[config.mk]
export PLATFORM = sky130hd
export DESIGN_NAME = bmh_ctrl
export DESIGN_NICKNAME = d
export VERILOG_FILES = /design/src/design/binary_min_heap_unit_defines.svh /design/src/design/bmh_pkg.sv /design/src/design/bmh_ctrl.sv
export SDC_FILE = /design/constraint.sdc
export NUM_CORES = 1
export LEC_CHECK = 0
export ABC_AREA = 0
export BUFFER_PORTS_ARGS = -buffer_cell sky130_fd_sc_hd__buf_2
export CORE_AREA = 2 2 39 41
export CTS_CLUSTER_DIAMETER = 30
export DETAILED_ROUTE_END_ITERATION = 12
export DIE_AREA = 0 0 41 43
export GPL_ROUTABILITY_DRIVEN = 0
export GPL_TIMING_DRIVEN = 0
export SLEW_MARGIN = 20
export SYNTH_ARGS = -nofsm -noshare
export SYNTH_HDL_FRONTEND = slang
export SYNTH_SLANG_ARGS = --single-unit
[constraint.sdc]
create_clock -name clock -period 1.92 [get_ports clock]
set_clock_uncertainty 0.2 [all_clocks]
set_input_delay 0.576 -clock clock [delete_from_list [all_inputs] [get_ports clock]]
set_output_delay 0.576 -clock clock [all_outputs]
set_load 0.05 [all_outputs]
[src/design/binary_min_heap_unit_defines.svh]
// Assertion macros for the binary min-heap top module.
// Define NO_ASSERTIONS to compile every check away.
`ifndef BINARY_MIN_HEAP_UNIT_DEFINES_SVH
`define BINARY_MIN_HEAP_UNIT_DEFINES_SVH

`ifndef NO_ASSERTIONS
// When the antecedent holds, the consequent holds in the same cycle.
`define BMH_ASSERT_SAME(label, clk, rst, ante, cons) \
   label: assert property (@(posedge clk) disable iff (rst) (ante) |-> (cons)) \
      else $error("binary min-heap check failed");
// When the antecedent holds, the consequent holds in the next cycle.
`define BMH_ASSERT_NEXT(label, clk, rst, ante, cons) \
   label: assert property (@(posedge clk) disable iff (rst) (ante) |=> (cons)) \
      else $error("binary min-heap check failed");
`else
`define BMH_ASSERT_SAME(label, clk, rst, ante, cons)
`define BMH_ASSERT_NEXT(label, clk, rst, ante, cons)
`endif

`endif

[src/design/bmh_pkg.sv]
`timescale 1ns / 1ps

package bmh_pkg;

   localparam int CAPACITY = 1024;
   localparam int ADDR_W   = $clog2(CAPACITY);
   localparam int CNT_W    = 11;
   localparam int KEY_W    = 32;
   // Wide enough to hold the right child index of the deepest entry.
   localparam int IDX_W    = ADDR_W + 2;

   typedef enum logic {
      OP_INSERT  = 1'b0,
      OP_EXTRACT = 1'b1
   } op_type;

   typedef enum logic [1:0] {
      ST_OK    = 2'd0,
      ST_EMPTY = 2'd1,
      ST_FULL  = 2'd2
   } status_type;

   typedef enum logic [2:0] {
      S_IDLE,
      S_FETCH,
      S_UP_RD,
      S_UP_CMP,
      S_DN_RD,
      S_DN_CMP,
      S_PLACE,
      S_RESP
   } state_type;

   typedef struct packed {
      logic accept;
      logic fetch;
      logic up_rd;
      logic up_cmp;
      logic dn_rd;
      logic dn_cmp;
      logic place;
      logic rsp_load;
   } cmd_type;

   typedef struct packed {
      logic full;
      logic empty;
      logic par_zero;
      logic up_less;
      logic dn_leaf;
      logic dn_less;
      logic rsp_free;
   } stat_type;

endpackage

[src/design/bmh_ctrl.sv]
`timescale 1ns / 1ps

module bmh_ctrl (
   input  logic              clock,
   input  logic              reset,
   input  logic              req_valid,
   input  logic              req_opcode,
   output logic              req_ready,
   input  bmh_pkg::stat_type stat,
   output bmh_pkg::cmd_type  cmd
);

   bmh_pkg::state_type state_ff, state_in;

   always_ff @(posedge clock) begin
      if (reset) begin
         state_ff <= bmh_pkg::S_IDLE;
      end else begin
         state_ff <= state_in;
      end
   end

   // Next state.
   always_comb begin
      state_in = state_ff;
      unique case (state_ff)
         bmh_pkg::S_IDLE: begin
            if (req_valid) begin
               if (req_opcode == bmh_pkg::OP_INSERT) begin
                  if (stat.full) begin
                     state_in = bmh_pkg::S_RESP;
                  end else if (stat.empty) begin
                     state_in = bmh_pkg::S_PLACE;
                  end else begin
                     state_in = bmh_pkg::S_UP_RD;
                  end
               end else begin
                  state_in = stat.empty ? bmh_pkg::S_RESP : bmh_pkg::S_FETCH;
               end
            end
         end
         bmh_pkg::S_FETCH: begin
            // The count has already dropped; an empty heap needs no sift.
            state_in = stat.empty ? bmh_pkg::S_RESP : bmh_pkg::S_DN_RD;
         end
         bmh_pkg::S_UP_RD: begin
            state_in = bmh_pkg::S_UP_CMP;
         end
         bmh_pkg::S_UP_CMP: begin
            if (stat.up_less && !stat.par_zero) begin
               state_in = bmh_pkg::S_UP_RD;
            end else begin
               state_in = bmh_pkg::S_PLACE;
            end
         end
         bmh_pkg::S_DN_RD: begin
            state_in = stat.dn_leaf ? bmh_pkg::S_PLACE : bmh_pkg::S_DN_CMP;
         end
         bmh_pkg::S_DN_CMP: begin
            state_in = stat.dn_less ? bmh_pkg::S_DN_RD : bmh_pkg::S_PLACE;
         end
         bmh_pkg::S_PLACE: begin
            state_in = bmh_pkg::S_RESP;
         end
         bmh_pkg::S_RESP: begin
            if (stat.rsp_free) begin
               state_in = bmh_pkg::S_IDLE;
            end
         end
         default: begin
            state_in = bmh_pkg::S_IDLE;
         end
      endcase
   end

   // Outputs.
   always_comb begin
      cmd       = '0;
      req_ready = 1'b0;
      unique case (state_ff)
         bmh_pkg::S_IDLE: begin
            req_ready  = 1'b1;
            cmd.accept = req_valid;
         end
         bmh_pkg::S_FETCH:  cmd.fetch    = 1'b1;
         bmh_pkg::S_UP_RD:  cmd.up_rd    = 1'b1;
         bmh_pkg::S_UP_CMP: cmd.up_cmp   = 1'b1;
         bmh_pkg::S_DN_RD:  cmd.dn_rd    = !stat.dn_leaf;
         bmh_pkg::S_DN_CMP: cmd.dn_cmp   = 1'b1;
         bmh_pkg::S_PLACE:  cmd.place    = 1'b1;
         bmh_pkg::S_RESP:   cmd.rsp_load = stat.rsp_free;
         default: begin
            cmd = '0;
         end
      endcase
   end

endmodule

==> flow_summary.html, run 1 <==
<table>
<tr><th>Metric</th><th>Value</th></tr>
<tr><th colspan="2">Timing</th></tr>
<tr><td>Least setup slack across all paths after layout</td><td>-57.5 ps</td></tr>
<tr><td>Unrepaired setup endpoints after global routing</td><td>yes</td></tr>
<tr><td>Achievable Freq</td><td>about 510 MHz</td></tr>
<tr><td>Final period util</td><td>103%</td></tr>
<tr><td>Final setup violation count</td><td>4</td></tr>
<tr><td>Clock period minus final worst setup slack</td><td>between 1500 and 2000 ps</td></tr>
<tr><td>Worst slew margin relative to its limit</td><td>~80%</td></tr>
<tr><td>Final Hold Violating Endpoints</td><td>0</td></tr>
<tr><td>Summed negative setup slack over all endpoints</td><td>-121 ps</td></tr>
<tr><td>Actual transition at the worst max-transition pin</td><td>279 ps</td></tr>
<tr><td>Pins Over Slew Limit</td><td>0</td></tr>
<tr><td>Min Hold Slack</td><td>378 ps</td></tr>
<tr><th colspan="2">Global routing</th></tr>
<tr><td>Vias in the first global route</td><td>between 400 and 500</td></tr>
<tr><td>Overall track demand over capacity in global routing</td><td>between 10% and 20%</td></tr>
<tr><td>Maximum number of pins on one net before global-route repair</td><td>8</td></tr>
<tr><td>Overflow left after global routing</td><td>0</td></tr>
<tr><td>Number of antenna violations at the first check in global routing</td><td>0</td></tr>
<tr><td>Global-route wire length before repair</td><td>around 1700 microns</td></tr>
<tr><th colspan="2">Critical path</th></tr>
<tr><td>Critical Path AT</td><td>~1200 ps</td></tr>
<tr><td>Count of buffer and inverter cells on the critical path</td><td>2</td></tr>
<tr><td>Flop-to-flop setup slack</td><td>about 310 ps</td></tr>
<tr><td>Startpoint type of the worst setup path</td><td>register</td></tr>
<tr><td>Required arrival time at the worst endpoint</td><td>1140 ps</td></tr>
<tr><td>Worst path max stage delay</td><td>between 300 and 400 ps</td></tr>
<tr><td>Worst-case reg-to-reg path depth</td><td>7</td></tr>
<tr><td>Worst-path cell with the longest stage delay</td><td>dfxtp_4</td></tr>
<tr><td>Element type at the critical path end</td><td>output pin</td></tr>
<tr><td>Largest fanout of any net on the critical path</td><td>7</td></tr>
<tr><td>Largest delay share family, worst path</td><td>flip-flops</td></tr>
<tr><td>Reg2Reg Launch Point</td><td>state_ff[2]</td></tr>
<tr><td>Cell Chain, Critical Path</td><td>buf_8 -&gt; nor4_4 -&gt; buf_6</td></tr>
<tr><td>Worst Path Class, Setup</td><td>reg2out</td></tr>
<tr><td>End of the worst register-to-register path</td><td>state_ff[0]</td></tr>
<tr><th colspan="2">Pwr</th></tr>
<tr><td>Switching share of power</td><td>between 40% and 50%</td></tr>
<tr><td>Clock network fraction of total power</td><td>under 10%</td></tr>
<tr><td>Switching power</td><td>about 700 uW</td></tr>
<tr><td>Internal power consumption</td><td>around 750 uW</td></tr>
<tr><td>Power density of the placed cells</td><td>2020 nW/um^2</td></tr>
<tr><td>Leakage power figure</td><td>approximately 0.00032 uW</td></tr>
<tr><td>Part of the power in registers</td><td>12.9%</td></tr>
<tr><td>Combinational Power Share</td><td>just under 80%</td></tr>
<tr><td>Maximum vdd drop</td><td>~0.00066 V</td></tr>
<tr><th colspan="2">Synth</th></tr>
<tr><td>Number of synthesized register bits</td><td>3</td></tr>
<tr><td>Portion of the post-synthesis area used by sequential elements</td><td>approximately a fifth</td></tr>
<tr><td>Average footprint of a synthesized cell</td><td>7.06 sq um</td></tr>
<tr><td>Cell with the most instances after synthesis</td><td>nor2_1</td></tr>
<tr><td>Dominant cells by area after synthesis</td><td>dfxtp_1 19%, nor2_1 5.9%, a21oi_1 4.7%</td></tr>
<tr><td>Dominant cell type by area after synthesis</td><td>dfxtp_1</td></tr>
<tr><td>Number of distinct library cells after synthesis</td><td>27</td></tr>
<tr><td>Number of enable-type register cells in the synthesized netlist</td><td>0</td></tr>
<tr><td>Number of instances in the synthesized netlist</td><td>between 40 and 50</td></tr>
<tr><td>Flip-flop cell with the highest count after synthesis</td><td>dfxtp_1</td></tr>
<tr><td>Count of warnings emitted by yosys</td><td>0</td></tr>
<tr><td>Synth cell count leaders</td><td>5 x nor2_1, 3 x a21oi_1, 3 x dfxtp_1, 3 x inv_1, 3 x nand2_1</td></tr>
<tr><td>Share of the synthesized area in the top cell type</td><td>between 10% and 20%</td></tr>
<tr><td>Nets in the synthesized netlist</td><td>56</td></tr>
<tr><td>Share of synthesized flip-flops with an asynchronous set or reset</td><td>0%</td></tr>
<tr><td>Area of the mapped netlist</td><td>roughly 320 sq um</td></tr>
<tr><th colspan="2">Run</th></tr>
<tr><td>Number of max-capacitance violations reported</td><td>0</td></tr>
<tr><th colspan="2">CTS</th></tr>
<tr><td>CTS tree</td><td>yes</td></tr>
<tr><td>Total number of H-tree levels</td><td>1</td></tr>
<tr><td>Maximum number of buffers from clock root to sink</td><td>2</td></tr>
<tr><td>Count of hold buffers inserted by post-cts repair</td><td>0</td></tr>
<tr><td>Sinks on Clock Net</td><td>3</td></tr>
<tr><td>Clk Latency, worst-skew pair</td><td>about 230 ps</td></tr>
<tr><td>Number of buffers created by CTS</td><td>3</td></tr>
<tr><td>CTS clock-pin slew for the worst setup and hold paths</td><td>30 ps</td></tr>
<tr><td>Library cell used as clock root buffer</td><td>clkbuf_4</td></tr>
<tr><th colspan="2">Route</th></tr>
<tr><td>First-pass DRT Iterations</td><td>4</td></tr>
<tr><td>Total Routed Length</td><td>1100 microns</td></tr>
<tr><td>DRC violations left</td><td>0</td></tr>
<tr><td>Final ANT Viol Nets</td><td>0</td></tr>
<tr><td>Routed wire length per instance</td><td>roughly 12 microns</td></tr>
<tr><td>Vias per Instance</td><td>approximately 4.8</td></tr>
<tr><td>First-iteration detailed-routing DRC count</td><td>8</td></tr>
<tr><td>Routed via count</td><td>approximately 450</td></tr>
<tr><th colspan="2">Hold path</th></tr>
<tr><td>Launch point of the worst hold path</td><td>stat[0]</td></tr>
<tr><td>Type of the most critical hold path</td><td>in2reg</td></tr>
<tr><td>Hold path cells</td><td>2</td></tr>
<tr><td>Capture endpoint of the worst hold path</td><td>state_ff[0]</td></tr>
<tr><th colspan="2">Outcome</th></tr>
<tr><td>Result of the run</td><td>complete, but fails checks</td></tr>
<tr><td>Violated checks</td><td>negative setup slack</td></tr>
<tr><th colspan="2">Finish</th></tr>
<tr><td>Most flops, register</td><td>state_ff</td></tr>
<tr><td>Number of diodes</td><td>0</td></tr>
<tr><td>Syn-to-layout area delta</td><td>126%</td></tr>
<tr><td>Flip-flop count of the largest register after layout</td><td>3</td></tr>
<tr><td>Final core area utilization</td><td>51.9%</td></tr>
<tr><td>Fraction of final layout cells sized beyond drive strength 1</td><td>about 65%</td></tr>
<tr><td>Final #Nets</td><td>90</td></tr>
<tr><td>Biggest registers after layout</td><td>state_ff x3</td></tr>
<tr><td>Post-route cell area</td><td>approximately 720 sq um</td></tr>
<tr><td>Post-route insts no fill</td><td>94</td></tr>
<tr><th colspan="2">Floorplan</th></tr>
<tr><td>Initial standard-cell utilization of the core</td><td>between 20% and 30%</td></tr>
<tr><td>Die width</td><td>approximately 41 microns</td></tr>
<tr><td>Io pins</td><td>20</td></tr>
<tr><td>Die area</td><td>1760 sq um</td></tr>
<tr><td># rows</td><td>14</td></tr>
<tr><td>Core Footprint</td><td>1380 sq um</td></tr>
<tr><td>Die Height</td><td>43 microns</td></tr>
<tr><th colspan="2">Placement</th></tr>
<tr><td>Post-detail-place hpwl</td><td>700 microns</td></tr>
<tr><td>Cell area after placement</td><td>roughly 480 sq um</td></tr>
<tr><td>Dpl cells</td><td>80</td></tr>
<tr><td>I/O Buffers</td><td>19</td></tr>
</table>
==> per-stage QoR <==
stage               power [uW]  setup slack, ps
finish                    1450            -57.5
global route              1530            -93.0
CTS                       1410            -60.3
detailed placement         911            -78.5
global placement           905            -60.2
floorplan                  766             -149
==> layout by cell type, fill, tap and decap left out, types with 2 or more instances in the layout <==
cell type	synthesis	final
buf_2	1	11
buf_6	1	8
buf_4	2	7
buf_8	0	5
clkbuf_4	0	4
nand2_1	3	3
nor2_1	5	3
inv_1	3	3
a21oi_1	3	3
dfxtp_4	0	3
nor3b_2	0	2
nor2_4	0	2
and2_4	0	2
o22ai_1	2	2
a21o_1	2	2
o21ai_0	2	2
==> repair_timing <==
| action | CTS | global route |
|---|---|---|
| cloned | 1 | 0 |
| setup buffers | 9 | 1 |
| endpoints found under the setup margin | 9 | 9 |
| pin swaps | 4 | 3 |
| resized for setup | 27 | 12 |
==> worst reg2reg max path, cell delays in order, from the launching register on <==
cell and delay (ps):
dfxtp_4 350, buf_6 130, buf_6 120, buf_4 140, nor4_2 230, o22ai_1 130
o211ai_2 80, o31ai_1 100
==> worst max path at each step <==
stage           startpoint  endpoint  slack (ps)  cells after the start
3_3_place_gp   state_ff[1]    cmd[0]         -60                      4
6_report       state_ff[0]    cmd[3]         -60                      3
3_5_place_dp   state_ff[1]    cmd[0]         -80                      4
5_1_grt        state_ff[0]    cmd[3]         -90                      3
4_1_cts        state_ff[0]    cmd[3]         -60                      4
2_1_floorplan  state_ff[1]    cmd[1]        -150                      2
==> power by group through the flow <==
stage	combinational, uW	sequential (uW)	clock (uW)
floorplan	634	132	0
global placement	765	140	0
detailed placement	770	141	0
CTS	1150	146	115
global route	1210	196	122
finish	1150	188	111
==> cell type report <==
cell class,count,area (sq um)
Fill cell,134,666
Multi-Input combinational cell,34,275
Timing Repair Buffer,30,267
Sequential cell,3,71.3
Buffer,3,41.3
Clock buffer,4,26.3
Tap cell,16,20.0
Inverter,4,17.5
==> per-layer routing <==
layer	vias to the layer above	part of all wire, %	track usage (%)
met5	-	0	0
met4	0	0	4.00
met3	0	5.0	3.14
met2	17	51	21.9
met1	206	44	16.7
li1	231	-	-
==> cell families after synthesis <==
kind of cell | after synthesis | synth area share, %
AO/OA/AOI/OAI | 14 | 30.3
buffers and inverters | 8 | 14.6
flip-flops | 3 | 18.9
AND/OR/NAND/NOR | 20 | 36.2
No activity file was read; power rests on OpenSTA's default activity.
==> run 2: changes to the inputs <==
--- a/config.mk
+++ b/config.mk
@@ -13,6 +13,7 @@
 export DIE_AREA = 0 0 41 43
 export GPL_ROUTABILITY_DRIVEN = 0
 export GPL_TIMING_DRIVEN = 0
+export REMOVE_ABC_BUFFERS = 1
 export SLEW_MARGIN = 20
 export SYNTH_ARGS = -nofsm -noshare
 export SYNTH_HDL_FRONTEND = slang
==> flow_summary.html, run 2 (same netlist as run 1, synthesis figures left out) <==
<table>
<tr><th>Metric</th><th>Value</th></tr>
<tr><th colspan="2">Outcome</th></tr>
<tr><td>Result of the run</td><td>complete, but fails checks (unchanged)</td></tr>
<tr><td>Violated checks</td><td>negative setup slack (unchanged)</td></tr>
<tr><th colspan="2">Finish</th></tr>
<tr><td>Post-route cell area</td><td>587 sq um (was 718 sq um)</td></tr>
<tr><td>Number of diodes</td><td>0 (unchanged)</td></tr>
<tr><td>Flip-flop count of the largest register after layout</td><td>3 (unchanged)</td></tr>
<tr><td>Biggest registers after layout</td><td>state_ff x3 (unchanged)</td></tr>
<tr><td>Leading cell type in the layout, fill and taps excluded</td><td>buf_4 (was buf_2)</td></tr>
<tr><td>Final #Nets</td><td>85 (was 90)</td></tr>
<tr><td>Syn-to-layout area delta</td><td>84.6% (was 126%)</td></tr>
<tr><td>Most flops, register</td><td>state_ff (unchanged)</td></tr>
<tr><td>Fraction of final layout cells sized beyond drive strength 1</td><td>57.5% (was 65.4%)</td></tr>
<tr><td>Highest-count cells in the layout ignoring fill and taps</td><td>11 x buf_4, 10 x buf_2, 5 x buf_6 (was 11 x buf_2, 8 x buf_6, 7 x buf_4)</td></tr>
<tr><th colspan="2">Critical path</th></tr>
<tr><td>Largest fanout of any net on the critical path</td><td>8 (was 7)</td></tr>
<tr><td>End of the worst register-to-register path</td><td>state_ff[0] (unchanged)</td></tr>
<tr><td>Cell Chain, Critical Path</td><td>buf_4 -&gt; nor4_4 -&gt; buf_6 (was buf_8 -&gt; nor4_4 -&gt; buf_6)</td></tr>
<tr><td>Largest delay share family, worst path</td><td>flip-flops (unchanged)</td></tr>
<tr><td>Crit. path cell count</td><td>3 (unchanged)</td></tr>
<tr><td>Worst path max stage delay</td><td>370 ps (was 360 ps)</td></tr>
<tr><td>Required arrival time at the worst endpoint</td><td>1140 ps (about the same)</td></tr>
<tr><td>Reg2Reg Launch Point</td><td>state_ff[2] (unchanged)</td></tr>
<tr><td>Worst-path cell with the longest stage delay</td><td>dfxtp_4 (unchanged)</td></tr>
<tr><td>Flop-to-flop setup slack</td><td>410 ps (was 310 ps)</td></tr>
<tr><td>Worst Path Class, Setup</td><td>reg2out (unchanged)</td></tr>
<tr><td>Critical Path AT</td><td>1150 ps (was 1200 ps)</td></tr>
<tr><td>Worst-case reg-to-reg path depth</td><td>6 (was 7)</td></tr>
<tr><td>Startpoint type of the worst setup path</td><td>register (unchanged)</td></tr>
<tr><td>Element type at the critical path end</td><td>output pin (unchanged)</td></tr>
<tr><td>Count of buffer and inverter cells on the critical path</td><td>2 (unchanged)</td></tr>
<tr><th colspan="2">Floorplan</th></tr>
<tr><td>Die area</td><td>1760 sq um (unchanged)</td></tr>
<tr><td>Io pins</td><td>20 (unchanged)</td></tr>
<tr><td>Initial standard-cell utilization of the core</td><td>23.0% (unchanged)</td></tr>
<tr><td>Die width</td><td>41 microns (unchanged)</td></tr>
<tr><td>Core Footprint</td><td>1380 sq um (unchanged)</td></tr>
<tr><td># rows</td><td>14 (unchanged)</td></tr>
<tr><td>Die Height</td><td>43 microns (unchanged)</td></tr>
<tr><th colspan="2">Pwr</th></tr>
<tr><td>Switching share of power</td><td>51.5% (was 48.2%)</td></tr>
<tr><td>Maximum vdd drop</td><td>0.000619 V (was 0.000664 V)</td></tr>
<tr><td>Power density of the placed cells</td><td>2040 nW/um^2 (was 2020 nW/um^2)</td></tr>
<tr><td>Switching power</td><td>617 uW (was 699 uW)</td></tr>
<tr><td>Leakage power figure</td><td>0.000272 uW (was 0.000323 uW)</td></tr>
<tr><td>Clock network fraction of total power</td><td>9.4% (was 7.7%)</td></tr>
<tr><td>Combinational Power Share</td><td>72.6% (was 79.4%)</td></tr>
<tr><td>Part of the power in registers</td><td>17.9% (was 12.9%)</td></tr>
<tr><td>Internal power consumption</td><td>581 uW (was 751 uW)</td></tr>
<tr><th colspan="2">Global routing</th></tr>
<tr><td>Number of antenna violations at the first check in global routing</td><td>0 (unchanged)</td></tr>
<tr><td>Maximum number of pins on one net before global-route repair</td><td>17 (was 8)</td></tr>
<tr><td>Vias in the first global route</td><td>372 (was 409)</td></tr>
<tr><td>Overall track demand over capacity in global routing</td><td>12.0% (was 13.4%)</td></tr>
<tr><td>Global-route wire length before repair</td><td>1440 microns (was 1660 microns)</td></tr>
<tr><td>Overflow left after global routing</td><td>0 (unchanged)</td></tr>
<tr><th colspan="2">Timing</th></tr>
<tr><td>Min Hold Slack</td><td>356 ps (was 378 ps)</td></tr>
<tr><td>Worst slew margin relative to its limit</td><td>80.3% (was 81.4%)</td></tr>
<tr><td>Summed negative setup slack over all endpoints</td><td>-5.60 ps (was -121 ps)</td></tr>
<tr><td>Unrepaired setup endpoints after global routing</td><td>yes (unchanged)</td></tr>
<tr><td>Clock period minus final worst setup slack</td><td>1930 ps (was 1980 ps)</td></tr>
<tr><td>Pins Over Slew Limit</td><td>0 (unchanged)</td></tr>
<tr><td>Achievable Freq</td><td>519 MHz (was 506 MHz)</td></tr>
<tr><td>Final setup violation count</td><td>1 (was 4)</td></tr>
<tr><td>Final Hold Violating Endpoints</td><td>0 (unchanged)</td></tr>
<tr><td>Final period util</td><td>100% (was 103%)</td></tr>
<tr><td>Least setup slack across all paths after layout</td><td>-5.60 ps (was -57.5 ps)</td></tr>
<tr><td>Actual transition at the worst max-transition pin</td><td>296 ps (was 279 ps)</td></tr>
<tr><th colspan="2">Route</th></tr>
<tr><td>Routed wire length per instance</td><td>11.1 microns (was 11.7 microns)</td></tr>
<tr><td>First-pass DRT Iterations</td><td>4 (unchanged)</td></tr>
<tr><td>Final ANT Viol Nets</td><td>0 (unchanged)</td></tr>
<tr><td>Vias per Instance</td><td>4.93 (was 4.83)</td></tr>
<tr><td>Total Routed Length</td><td>987 microns (was 1100 microns)</td></tr>
<tr><td>DRC violations left</td><td>0 (unchanged)</td></tr>
<tr><td>Routed via count</td><td>439 (was 454)</td></tr>
<tr><td>First-iteration detailed-routing DRC count</td><td>17 (was 8)</td></tr>
<tr><th colspan="2">Placement</th></tr>
<tr><td>I/O Buffers</td><td>19 (unchanged)</td></tr>
<tr><td>Post-detail-place hpwl</td><td>593 microns (was 700 microns)</td></tr>
<tr><td>Cell area after placement</td><td>402 sq um (was 478 sq um)</td></tr>
<tr><td>Pre-CTS setup slack</td><td>-88.4 ps (was -78.5 ps)</td></tr>
<tr><th colspan="2">CTS</th></tr>
<tr><td>Number of buffers created by CTS</td><td>3 (unchanged)</td></tr>
<tr><td>CTS tree</td><td>yes (unchanged)</td></tr>
<tr><td>CTS clock-pin slew for the worst setup and hold paths</td><td>40 ps (was 30 ps)</td></tr>
<tr><td>Sinks on Clock Net</td><td>3 (unchanged)</td></tr>
<tr><td>Count of hold buffers inserted by post-cts repair</td><td>0 (unchanged)</td></tr>
<tr><td>Maximum number of buffers from clock root to sink</td><td>2 (unchanged)</td></tr>
<tr><td>Clk Latency, worst-skew pair</td><td>230 ps (about the same)</td></tr>
<tr><td>Library cell used as clock root buffer</td><td>clkbuf_4 (unchanged)</td></tr>
<tr><td>Total number of H-tree levels</td><td>1 (unchanged)</td></tr>
<tr><th colspan="2">Hold path</th></tr>
<tr><td>Capture endpoint of the worst hold path</td><td>state_ff[0] (unchanged)</td></tr>
<tr><td>Hold path cells</td><td>2 (unchanged)</td></tr>
<tr><td>Type of the most critical hold path</td><td>in2reg (unchanged)</td></tr>
<tr><td>Launch point of the worst hold path</td><td>stat[0] (unchanged)</td></tr>
<tr><th colspan="2">Run</th></tr>
<tr><td>Number of max-capacitance violations reported</td><td>0 (unchanged)</td></tr>
</table>
-- run 2: worst reg2reg max path, cell delays in order (launching register included) --
cell      delay (ps)
dfxtp_4          370
buf_4            150
buf_4            140
nor4_2           230
o22ai_1          130
o211ai_2          80
o31ai_1           80
-- run 2: timing repair --
item | CTS | global route
pin swaps | 1 | 1
endpoints found under the setup margin | 9 | 9
gates resized for setup | 15 | 19
buffers inserted | 5 | 4
-- run 2: worst max-delay path by stage --
stage,start,to,slack [ps]
3_5_place_dp,state_ff[2],cmd[3],-90
4_1_cts,state_ff[2],cmd[3],-10
2_1_floorplan,state_ff[2],cmd[3],-1000
3_3_place_gp,state_ff[2],cmd[3],-100
5_1_grt,state_ff[0],cmd[3],-60
6_report,state_ff[0],cmd[3],-6
-- run 2: metrics by stage --
step,util [%],instances,power [uW]
final,42.4,89,1200
after CTS,36.7,85,1040
after floorplan,-,41,628
after detailed placement,29.0,76,760
after global routing,42.4,89,1290
after global placement,29.0,76,755
-- run 2: power by group through the flow --
stage | logic, uW | clock network, uW | registers [uW]
after floorplan | 439 | 0 | 188
after CTS | 696 | 116 | 229
after global placement | 537 | 0 | 218
final | 870 | 113 | 215
after detailed placement | 541 | 0 | 219
after global routing | 930 | 129 | 230
-- run 2: routing by layer --
| metal | vias up | share of wire, % | GRT usage (%) |
|---|---|---|---|
| met3 | 0 | 8.8 | 3.14 |
| met1 | 196 | 42 | 14.7 |
| met4 | 0 | 0 | 8.00 |
| met2 | 23 | 49 | 17.5 |
| met5 | - | 0 | 0 |
| li1 | 220 | - | - |
-- run 2: final cells by class --
cell class                      instances  area [sq um]
Clock buffer                            4          26.3
Timing Repair Buffer                   28           211
Inverter                                4          17.5
Tap cell                               16          20.0
Fill cell                             149           797
Sequential cell                         3          71.3
Multi-Input combinational cell         34           240
==> run 3: changes to the inputs <==
==> constraint.sdc (replaced) <==
create_clock -name clock -period 1.7 [get_ports clock]
set_clock_uncertainty 0.2 [all_clocks]
set_input_delay 0.51 -clock clock [delete_from_list [all_inputs] [get_ports clock]]
set_output_delay 0.51 -clock clock [all_outputs]
set_load 0.05 [all_outputs]
==> flow_summary.html, run 3 (same netlist as run 1, synthesis figures left out) <==
<table>
<tr><th>Metric</th><th>Value</th></tr>
<tr><th colspan="2">Finish</th></tr>
<tr><td>Biggest registers after layout</td><td>state_ff x3 (unchanged)</td></tr>
<tr><td>Post-route cell area</td><td>609 sq um (was 587 sq um)</td></tr>
<tr><td>Syn-to-layout area delta</td><td>91.7% (was 84.6%)</td></tr>
<tr><td>Area of the multi-input gates</td><td>250 sq um (was 240 sq um)</td></tr>
<tr><td>Area used by sequential logic in the layout</td><td>71.3 sq um (unchanged)</td></tr>
<tr><td>Most flops, register</td><td>state_ff (unchanged)</td></tr>
<tr><td>Highest-count cells in the layout ignoring fill and taps</td><td>11 x buf_2, 11 x buf_4, 5 x buf_6 (was 11 x buf_4, 10 x buf_2, 5 x buf_6)</td></tr>
<tr><td>Number of diodes</td><td>0 (unchanged)</td></tr>
<tr><td>Final #Nets</td><td>86 (was 85)</td></tr>
<tr><td>Fraction of final layout cells sized beyond drive strength 1</td><td>60.8% (was 57.5%)</td></tr>
<tr><td>Number of fill cells</td><td>143 (was 149)</td></tr>
<tr><td>Flip-flop count of the largest register after layout</td><td>3 (unchanged)</td></tr>
<tr><th colspan="2">Pwr</th></tr>
<tr><td>Switching share of power</td><td>51.8% (was 51.5%)</td></tr>
<tr><td>Total Power</td><td>1380 uW (was 1200 uW)</td></tr>
<tr><td>Power density of the placed cells</td><td>2270 nW/um^2 (was 2040 nW/um^2)</td></tr>
<tr><td>Combinational Power Share</td><td>72.0% (was 72.6%)</td></tr>
<tr><td>Part of the power in registers</td><td>18.8% (was 17.9%)</td></tr>
<tr><td>Clock network fraction of total power</td><td>9.2% (was 9.4%)</td></tr>
<tr><td>Internal power consumption</td><td>666 uW (was 581 uW)</td></tr>
<tr><td>Leakage power figure</td><td>0.000278 uW (was 0.000272 uW)</td></tr>
<tr><td>Maximum vdd drop</td><td>0.000750 V (was 0.000619 V)</td></tr>
<tr><td>Switching power</td><td>715 uW (was 617 uW)</td></tr>
<tr><th colspan="2">Timing</th></tr>
<tr><td>Pins Over Slew Limit</td><td>0 (unchanged)</td></tr>
<tr><td>Unrepaired setup endpoints after global routing</td><td>yes (unchanged)</td></tr>
<tr><td>Actual transition at the worst max-transition pin</td><td>287 ps (was 296 ps)</td></tr>
<tr><td>Clock period minus final worst setup slack</td><td>1850 ps</td></tr>
<tr><td>Final period util</td><td>109%</td></tr>
<tr><td>Least setup slack across all paths after layout</td><td>-149 ps (was -5.60 ps)</td></tr>
<tr><td>Achievable Freq</td><td>~540 MHz</td></tr>
<tr><td>Final setup violation count</td><td>9 (was 1)</td></tr>
<tr><td>Worst slew margin relative to its limit</td><td>80.9% (was 80.3%)</td></tr>
<tr><td>Final Hold Violating Endpoints</td><td>0 (unchanged)</td></tr>
<tr><th colspan="2">CTS</th></tr>
<tr><td>CTS clock-pin slew for the worst setup and hold paths</td><td>40 ps (about the same)</td></tr>
<tr><td>Maximum number of buffers from clock root to sink</td><td>2 (unchanged)</td></tr>
<tr><td>CTS tree</td><td>yes (unchanged)</td></tr>
<tr><td>Count of hold buffers inserted by post-cts repair</td><td>0 (unchanged)</td></tr>
<tr><td>Sinks on Clock Net</td><td>3 (unchanged)</td></tr>
<tr><td>Total number of H-tree levels</td><td>1 (unchanged)</td></tr>
<tr><td>Library cell used as clock root buffer</td><td>clkbuf_4 (unchanged)</td></tr>
<tr><td>Number of buffers created by CTS</td><td>3 (unchanged)</td></tr>
<tr><td>Clk Latency, worst-skew pair</td><td>230 ps (about the same)</td></tr>
<tr><th colspan="2">Critical path</th></tr>
<tr><td>Cell Chain, Critical Path</td><td>nor3_4 -&gt; and2_4 -&gt; buf_8 (was buf_4 -&gt; nor4_4 -&gt; buf_6)</td></tr>
<tr><td>Critical Path AT</td><td>1140 ps (was 1150 ps)</td></tr>
<tr><td>Worst Path Class, Setup</td><td>reg2out (unchanged)</td></tr>
<tr><td>Worst path max stage delay</td><td>370 ps (about the same)</td></tr>
<tr><td>Count of buffer and inverter cells on the critical path</td><td>1 (was 2)</td></tr>
<tr><td>Startpoint type of the worst setup path</td><td>register (unchanged)</td></tr>
<tr><td>Element type at the critical path end</td><td>output pin (unchanged)</td></tr>
<tr><td>Required arrival time at the worst endpoint</td><td>990 ps (was 1140 ps)</td></tr>
<tr><td>Flop-to-flop setup slack</td><td>190 ps (was 410 ps)</td></tr>
<tr><td>Largest delay share family, worst path</td><td>simple AND/OR/NAND/NOR gates (was flip-flops)</td></tr>
<tr><td>Worst-path cell with the longest stage delay</td><td>dfxtp_4 (unchanged)</td></tr>
<tr><td>Largest fanout of any net on the critical path</td><td>7 (was 8)</td></tr>
<tr><th colspan="2">Floorplan</th></tr>
<tr><td>Initial standard-cell utilization of the core</td><td>23.0% (unchanged)</td></tr>
<tr><td>Die width</td><td>41 microns (unchanged)</td></tr>
<tr><td>Core Footprint</td><td>1380 sq um (unchanged)</td></tr>
<tr><td>Die Height</td><td>43 microns (unchanged)</td></tr>
<tr><td># rows</td><td>14 (unchanged)</td></tr>
<tr><td>Die area</td><td>1760 sq um (unchanged)</td></tr>
<tr><td>Io pins</td><td>20 (unchanged)</td></tr>
<tr><th colspan="2">Global routing</th></tr>
<tr><td>Global-route wire length before repair</td><td>1650 microns (was 1440 microns)</td></tr>
<tr><td>Vias in the first global route</td><td>431 (was 372)</td></tr>
<tr><td>Number of antenna violations at the first check in global routing</td><td>0 (unchanged)</td></tr>
<tr><td>Overall track demand over capacity in global routing</td><td>13.9% (was 12.0%)</td></tr>
<tr><td>Maximum number of pins on one net before global-route repair</td><td>12 (was 17)</td></tr>
<tr><td>Overflow left after global routing</td><td>0 (unchanged)</td></tr>
<tr><th colspan="2">Placement</th></tr>
<tr><td>Post-detail-place hpwl</td><td>593 microns (unchanged)</td></tr>
<tr><td>Cell area after placement</td><td>402 sq um (unchanged)</td></tr>
<tr><td>I/O Buffers</td><td>19 (unchanged)</td></tr>
<tr><th colspan="2">Route</th></tr>
<tr><td>Total Routed Length</td><td>1030 microns (was 987 microns)</td></tr>
<tr><td>Vias per Instance</td><td>5.00 (was 4.93)</td></tr>
<tr><td>Final ANT Viol Nets</td><td>0 (unchanged)</td></tr>
<tr><td>Total routed wire length on the met1 layer</td><td>404 microns (was 416 microns)</td></tr>
<tr><td>DRC violations left</td><td>0 (unchanged)</td></tr>
<tr><td>Routed via count</td><td>450 (was 439)</td></tr>
<tr><td>Routed wire length per instance</td><td>11.5 microns (was 11.1 microns)</td></tr>
<tr><td>Sum of met2 wire segment lengths after detailed routing</td><td>549 microns (was 483 microns)</td></tr>
<tr><td>First-iteration detailed-routing DRC count</td><td>13 (was 17)</td></tr>
<tr><td>Max Used Layer</td><td>met3 (unchanged)</td></tr>
<tr><td>First-pass DRT Iterations</td><td>4 (unchanged)</td></tr>
<tr><td>Routed wl met3</td><td>76 microns (was 87 microns)</td></tr>
<tr><th colspan="2">Outcome</th></tr>
<tr><td>Result of the run</td><td>complete, but fails checks (unchanged)</td></tr>
<tr><td>Violated checks</td><td>negative setup slack (unchanged)</td></tr>
<tr><th colspan="2">Run</th></tr>
<tr><td>Number of max-capacitance violations reported</td><td>0 (unchanged)</td></tr>
<tr><th colspan="2">Hold path</th></tr>
<tr><td>Type of the most critical hold path</td><td>in2reg (unchanged)</td></tr>
</table>
run 3: cell count changes in the layout (fill, tap and decap cells not counted), sizes merged:
cell    delta
clkbuf     -1
buf        +2
run 3: area by class of cell:
type,instances,area share [%]
multi-input cells,34,41.1
repair buffers,29,36.8
flip-flops and latches,3,11.7
clock buffers,4,4.31
well taps,16,3.29
inverters,4,2.87
run 3: power by group through the flow:
stage / clock (uW) / combinational (uW) / sequential (uW)
detailed placement: 0 / 611 / 248
global route: 146 / 1060 / 273
floorplan: 0 / 496 / 213
CTS: 131 / 959 / 248
global placement: 0 / 606 / 247
finish: 127 / 994 / 260
run 3: per-layer routing:
| metal | global-route usage, % | vias to the layer above |
|---|---|---|
| met5 | 0 | - |
| met3 | 3.66 | 0 |
| met1 | 14.4 | 206 |
| met4 | 8.00 | 0 |
| met2 | 23.4 | 21 |
| li1 | - | 223 |
run 3: worst paths after layout:
| check | from | to | depth (start not counted) |
|---|---|---|---|
| worst max-delay path | state_ff[2] | cmd[7] | 3 |
| worst min-delay path | stat[0] | state_ff[0] | 2 |
| worst max register to register | state_ff[2] | state_ff[0] | 6 |
| worst min register to register | state_ff[2] | state_ff[0] | 2 |
run 3: stage by stage:
step,TNS [ps],std cells,util [%],hold WS [ps],setup WS [ps]
floorplan,-4540,41,-,412,-1150
global placement,-1260,76,29.0,516,-258
detailed placement,-1320,76,29.0,524,-242
CTS,-799,90,42.5,278,-143
global route,-1480,90,44.0,273,-211
finish,-825,90,44.0,284,-149
run 3: timing repair:
item,CTS,global route
gates resized for setup,27,5
pin swaps,3,2
hold endpoints to repair,0,0
setup endpoints to repair,9,9
buffers inserted,10,0
run 3: worst register-to-register path: cells and delay by family (launching register included):
family,cells,cell delay (ps)
flops,1,370
simple gates,1,230
compound gates,3,290
buf+inv,2,290
